$ cat config.mk
export PLATFORM = sky130hd
export DESIGN_NAME = mmp_mul
export DESIGN_NICKNAME = d
export VERILOG_FILES = /design/src/rtl/core/mmp_mul.sv
export SDC_FILE = /design/constraint.sdc
export NUM_CORES = 2
export LEC_CHECK = 0
export ABC_AREA = 1
export BUFFER_PORTS_ARGS = -buffer_cell sky130_fd_sc_hd__buf_2
export CORE_ASPECT_RATIO = 0.7
export CORE_MARGIN = 4
export CORE_UTILIZATION = 25
export CTS_CLUSTER_DIAMETER = 100
export DETAILED_ROUTE_END_ITERATION = 7
export PLACE_DENSITY = 0.52
export SETUP_SLACK_MARGIN = 0.5
export SLEW_MARGIN = 10
export SYNTH_ARGS = -nofsm -noshare
export SYNTH_HDL_FRONTEND = slang
export SYNTH_SLANG_ARGS = --single-unit
$ cat constraint.sdc
create_clock -name clk_i -period 2.4 [get_ports clk_i]
set_clock_uncertainty 0.05 [all_clocks]
set_input_delay 0.12 -clock clk_i [delete_from_list [all_inputs] [get_ports clk_i]]
set_output_delay 0.12 -clock clk_i [all_outputs]
set_load 0.05 [all_outputs]
$ cat src/rtl/core/mmp_mul.sv
// Three-stage multiply-add built from four registered partial products.
module mmp_mul #(
  parameter int unsigned AW = 32,
  parameter int unsigned BW = 32,
  parameter int unsigned OW = 64,
  parameter int unsigned SW = 1
) (
  input  logic          clk_i,
  input  logic          rst_ni,
  input  logic          en_i,
  input  logic          vld_i,
  input  logic [AW-1:0] a_i,
  input  logic [BW-1:0] b_i,
  input  logic [OW-1:0] c_i,
  input  logic [SW-1:0] side_i,
  output logic          vld_o,
  output logic [OW-1:0] p_o,
  output logic [SW-1:0] side_o
);

  localparam int unsigned AL  = (AW + 1) / 2;
  localparam int unsigned AHW = AW - AL;
  localparam int unsigned BL  = (BW + 1) / 2;
  localparam int unsigned BHW = BW - BL;

  logic [AL+BL-1:0]   ll_q;
  logic [AL+BHW-1:0]  lh_q;
  logic [AHW+BL-1:0]  hl_q;
  logic [AHW+BHW-1:0] hh_q;
  logic [OW-1:0]      c1_q, x_q, y_q, x_d, y_d, p_q;
  logic [SW-1:0]      side1_q, side2_q, side3_q;
  logic               vld1_q, vld2_q, vld3_q;

  always_comb begin
    x_d = OW'(ll_q) + (OW'(lh_q) << BL) + c1_q;
    y_d = (OW'(hl_q) << AL) + (OW'(hh_q) << (AL + BL));
  end

  always_ff @(posedge clk_i or negedge rst_ni) begin
    if (!rst_ni) begin
      vld1_q <= 1'b0;
      vld2_q <= 1'b0;
      vld3_q <= 1'b0;
    end else if (en_i) begin
      vld1_q <= vld_i;
      vld2_q <= vld1_q;
      vld3_q <= vld2_q;
    end
  end

  always_ff @(posedge clk_i) begin
    if (en_i) begin
      ll_q    <= a_i[AL-1:0] * b_i[BL-1:0];
      lh_q    <= a_i[AL-1:0] * b_i[BW-1:BL];
      hl_q    <= a_i[AW-1:AL] * b_i[BL-1:0];
      hh_q    <= a_i[AW-1:AL] * b_i[BW-1:BL];
      c1_q    <= c_i;
      side1_q <= side_i;
      x_q     <= x_d;
      y_q     <= y_d;
      side2_q <= side1_q;
      p_q     <= x_q + y_q;
      side3_q <= side2_q;
    end
  end

  assign vld_o  = vld3_q;
  assign p_o    = p_q;
  assign side_o = side3_q;

endmodule

# Word-level counts from Yosys, hierarchy flattened
# Cells that the tools add are included.
# totals
register_bits	390
input_bits	133
out_inout_bits	66
wordCells	22
# classes
addsub	4
n_mul	4
# ops
operator	n
16-bit by 16-bit multiplier with 32-bit output	4
48-bit by 64-bit adder with 64-bit output	1
49-bit by 64-bit adder with 64-bit output	1
64-bit adder	1
32-bit by 48-bit adder with 49-bit output	1

# Depth between registers and ports, before layout
# logic_depth
depth_word	2
ltp_mapped	26
ltp_nobuf	25

# Least setup slack after synthesis
# No wires, ideal clock.
# synth_timing
path_type	input-to-reg
from	input port b_i[7]
to	register hl_q[19], data pin
t_arrival_ns	4.793
required_time_ns	2.091
path_slack_ns	-2.702
cell_stages	21
n_path_buf	1
path_cell_list	clkbuf_1 -> nand2_1 -> fa_1 -> inv_1 -> fa_1 -> inv_1 -> fa_1 -> inv_1 -> fa_1 -> fa_1 -> inv_1 -> fa_1 -> inv_1 -> ha_1 -> nand2_1 -> inv_1 -> a21oi_1 -> nor2_1 -> or2_2 -> a21oi_1 -> xnor2_1
# synth_between
elab_chain_len	1
# synth_rtl
item	line	text
from (decl)	13	input logic [BW-1:0] b_i,
16-bit by 16-bit multiplier with 32-bit output	55	hl_q <= a_i[AW-1:AL] * b_i[BL-1:0];
to (signal assigned)	55	
to (decl)	28	logic [AHW+BL-1:0] hl_q;
# Every way passes these cells.
# A chain may end at the register's enable or synchronous reset.

# Final worst setup path
# layout_timing
from	input port b_i[4]
to	register hl_q[17], data pin
# Same word-level chain as after synthesis.

==> metrics.txt <==
area of the multi-input gates 47440 um2; Largest stage delay, worst path 0.54 ns; Max Fclk 213.3 MHz; Post-DRT Antenna Nets 0; Worst Setup End Kind flop; final worst slack -2.289 ns; hold endpoint ll_q[0]; area fraction of the dominant cell type after synthesis 27.56%; Syn Nets 8940; dominant cells by area after synthesis fa_1, edfxtp_1, nand2_1, inv_1, ha_1; layout filler cell count 23230; Worst-path clk slew 0.06 ns; Netlist cell types 35; final hold vios 0; final instance area 84340 um2; Num CTS Buffers 47; TritonRoute pass-1 iters 5; worst r2r path cells 16; Slew HR 64.54%; Mapped Area 57740 um2; clk buf depth 3; Synthesis Warnings 0; global-route wire length before repair 325.7 mm; drt via density 4.406; Syn-to-layout area delta 46.06%; Tightest Hold Check Type in -> reg; kind of critical path in -> reg; Critical Path RT 2.73 ns; Placer Congestion 0.9299; Core ar. 229500 um2; Hold Crit Depth 4; Initial Util 25.16%; nets 10130; RSZ-0062 raised after global routing yes; root buffer cell clkbuf_16; I/O Buffers 198; # setup viols final 168; pin count of the biggest net entering global routing 63; Syn Area/Cell 7.747 um2; critical path arrival 5.02 ns; final critical-path required period 4.689 ns; FF-to-FF End x_q[63]; GRT Total Usage 17.75%; failing checks setup timing; # DRC 0; Die ar. 238800 um2; DIE WIDTH 582.4 um; CTS tree done; vias in the first global route 53530; row cnt 147; number of enable flip-flop cells after synthesis 371; DR iter-0 viols 3923; FF+latch area 11220 um2; clk sinks 374; worst-path cell chain buf_12 > buf_12 > buf_12 > nand2_4 > inv_2 > fa_1 > inv_2 > fa_1 > inv_2 > fa_1 > fa_2 > fa_1 > inv_2 > fa_1 > inv_2 > ha_4 > nand2_4 > inv_4 > a21oi_4 > buf_6 > o21ai_4 > a21oi_2 > xnor2_2 > buf_6; via count 51740; CP startpoint kind input pin; DP Area 69680 um2; H-tree depth 2; DIE HEIGHT 410.1 um; max-cap violation count 0; share of cells above drive strength 1 34.70%; Post-synth ARST share 0.8021%; setup TNS -228.18 ns; final wirelength 216.9 mm; Worst-Skew Late Latency 0.64 ns; Top FF cell, synth edfxtp_1; R2R Path Start ll_q[21]; period utilisation layout 195.4%; fin util 36.74%; Tightest Pin Transition 0.5318 ns; Pins Over Slew Limit 0; DP HPWL 171.8 mm; hold path startpoint a_i[0]; wire per inst 18.47 um; status finished with violations; R2R setup slack -0.44 ns; Seq cells post-synth 374; post-synth top area cell fa_1; initial antenna violation count 14; total grt overflow 0; I/O pin cnt 199; crit path from b_i[4]; crit path max-delay cell type fa_1; crit-path max FO 7; Post-Synthesis Cells 7453; register area share after synthesis 19.42%
-- cell type report --
cell class              count  share of cell area, %
multi-input cells        4933                  56.25
repair buffers           1334                  15.27
well taps                3054                  4.531
inverters                1954                  8.759
clock buffers              58                  1.469
clock inverters            29                 0.3991
diodes                      7                0.02077
flip-flops and latches    374                  13.30
-- Yosys cell counts, types with 2 or more instances --
| cell type | instances |
|---|---|
| nand2_1 | 2297 |
| inv_1 | 1953 |
| fa_1 | 795 |
| ha_1 | 559 |
| edfxtp_1 | 371 |
| nor2_1 | 352 |
| a21oi_1 | 242 |
| nand3_1 | 209 |
| clkbuf_1 | 192 |
| xor2_1 | 146 |
| o21ai_0 | 88 |
| nor3_1 | 72 |
| nand4_1 | 38 |
| o21bai_1 | 31 |
| xnor2_1 | 29 |
| nand3b_1 | 12 |
| a21o_1 | 10 |
| nor2_2 | 8 |
| a21boi_0 | 7 |
| nand2_2 | 7 |
| o21a_1 | 6 |
| o211ai_1 | 5 |
| a31oi_1 | 4 |
| dfrtp_1 | 3 |
| nand3_2 | 3 |
| nor4_1 | 3 |
| nor3_2 | 2 |
| or2_2 | 2 |
-- state kept, by name, indices dropped and copies added, names as in the netlist, 32 cells and up --
signal,count
c1_q,64
p_o,64
x_q,64
y_q,48
hh_q,32
hl_q,32
lh_q,32
ll_q,32
-- critical path: cells and delay by family --
kind	cells	cell delay [ns]
adder cells (fa/ha/maj)	7	3.26
AO/OA/AOI/OAI	3	0.36
buffers and inverters	11	0.94
XOR/XNOR	1	0.14
AND/OR/NAND/NOR	2	0.14
-- cells by family after synthesis --
group / Yosys count / synth area share [%]
mux: 1 / 0.01950
xor+xnor: 175 / 2.654
fa+ha+maj: 1354 / 39.68
compound gates: 394 / 3.686
simple gates: 3009 / 20.59
buf+inv: 2146 / 13.95
flops: 374 / 19.42
-- what timing repair did --
action | 4_1_cts | 5_1_grt
buffers inserted | 165 | 78
hold buffers | 69 | 0
endpoints found under the setup margin | 246 | 245
hold endpoints to repair | 99 | 0
gates cloned | 21 | 4
pin swaps | 659 | 523
resized for setup | 1529 | 875
-- cells in the final DEF (no fill, tap or decap), types with 18 or more instances in the layout --
cell type and instances:
nor3_4 23, buf_2 139, a21oi_1 100, edfxtp_1 371
o21bai_1 22, dlygate4sd3_1 69, buf_4 730, ha_1 343
o21ai_0 37, inv_2 259, buf_16 24, buf_8 21
nand2_1 1749, buf_6 231, nand3_1 117, ha_4 196
nor2_4 89, nand3_2 68, nor2_1 191, nor3_1 34
buf_12 113, clkbuf_16 52, a21oi_2 80, nor2_2 81
fa_1 717, o21ai_1 21, xnor2_1 23, xor2_1 106
fa_2 78, a21oi_4 62, inv_1 1676, xor2_2 22
nand3_4 27, nand2_4 176, xor2_4 18, o21ai_2 21
ha_2 20, nand4_1 38, nand2_2 362
-- how the worst max path moves through the flow --
stage | end | slack, ns
2_1_floorplan | hl_q[19] | -2.32
3_3_place_gp | ll_q[19] | -3.15
3_5_place_dp | ll_q[19] | -3.19
4_1_cts | lh_q[16] | -2.22
5_1_grt | lh_q[24] | -2.39
6_report | hl_q[17] | -2.29
-- stage by stage --
step | hold slack [ns] | worst slack [ns] | std cells
floorplan | -0.2256 | -2.320 | 7453
global placement | -0.1364 | -3.153 | 11310
detailed placement | -0.1291 | -3.189 | 11310
CTS | 0.06612 | -2.223 | 11650
global route | 0.1101 | -2.385 | 11740
finish | 0.1246 | -2.289 | 11740
-- layer usage --
layer  GRT usage (%)  share of wire, %
met1           27.06                49
met5               0             0.012
met2           26.98                43
met4           3.035               1.8
met3           2.262               6.7
Power is not shown: default switching activity piles up to over one toggle a cycle in this logic, so the estimate is an artifact.
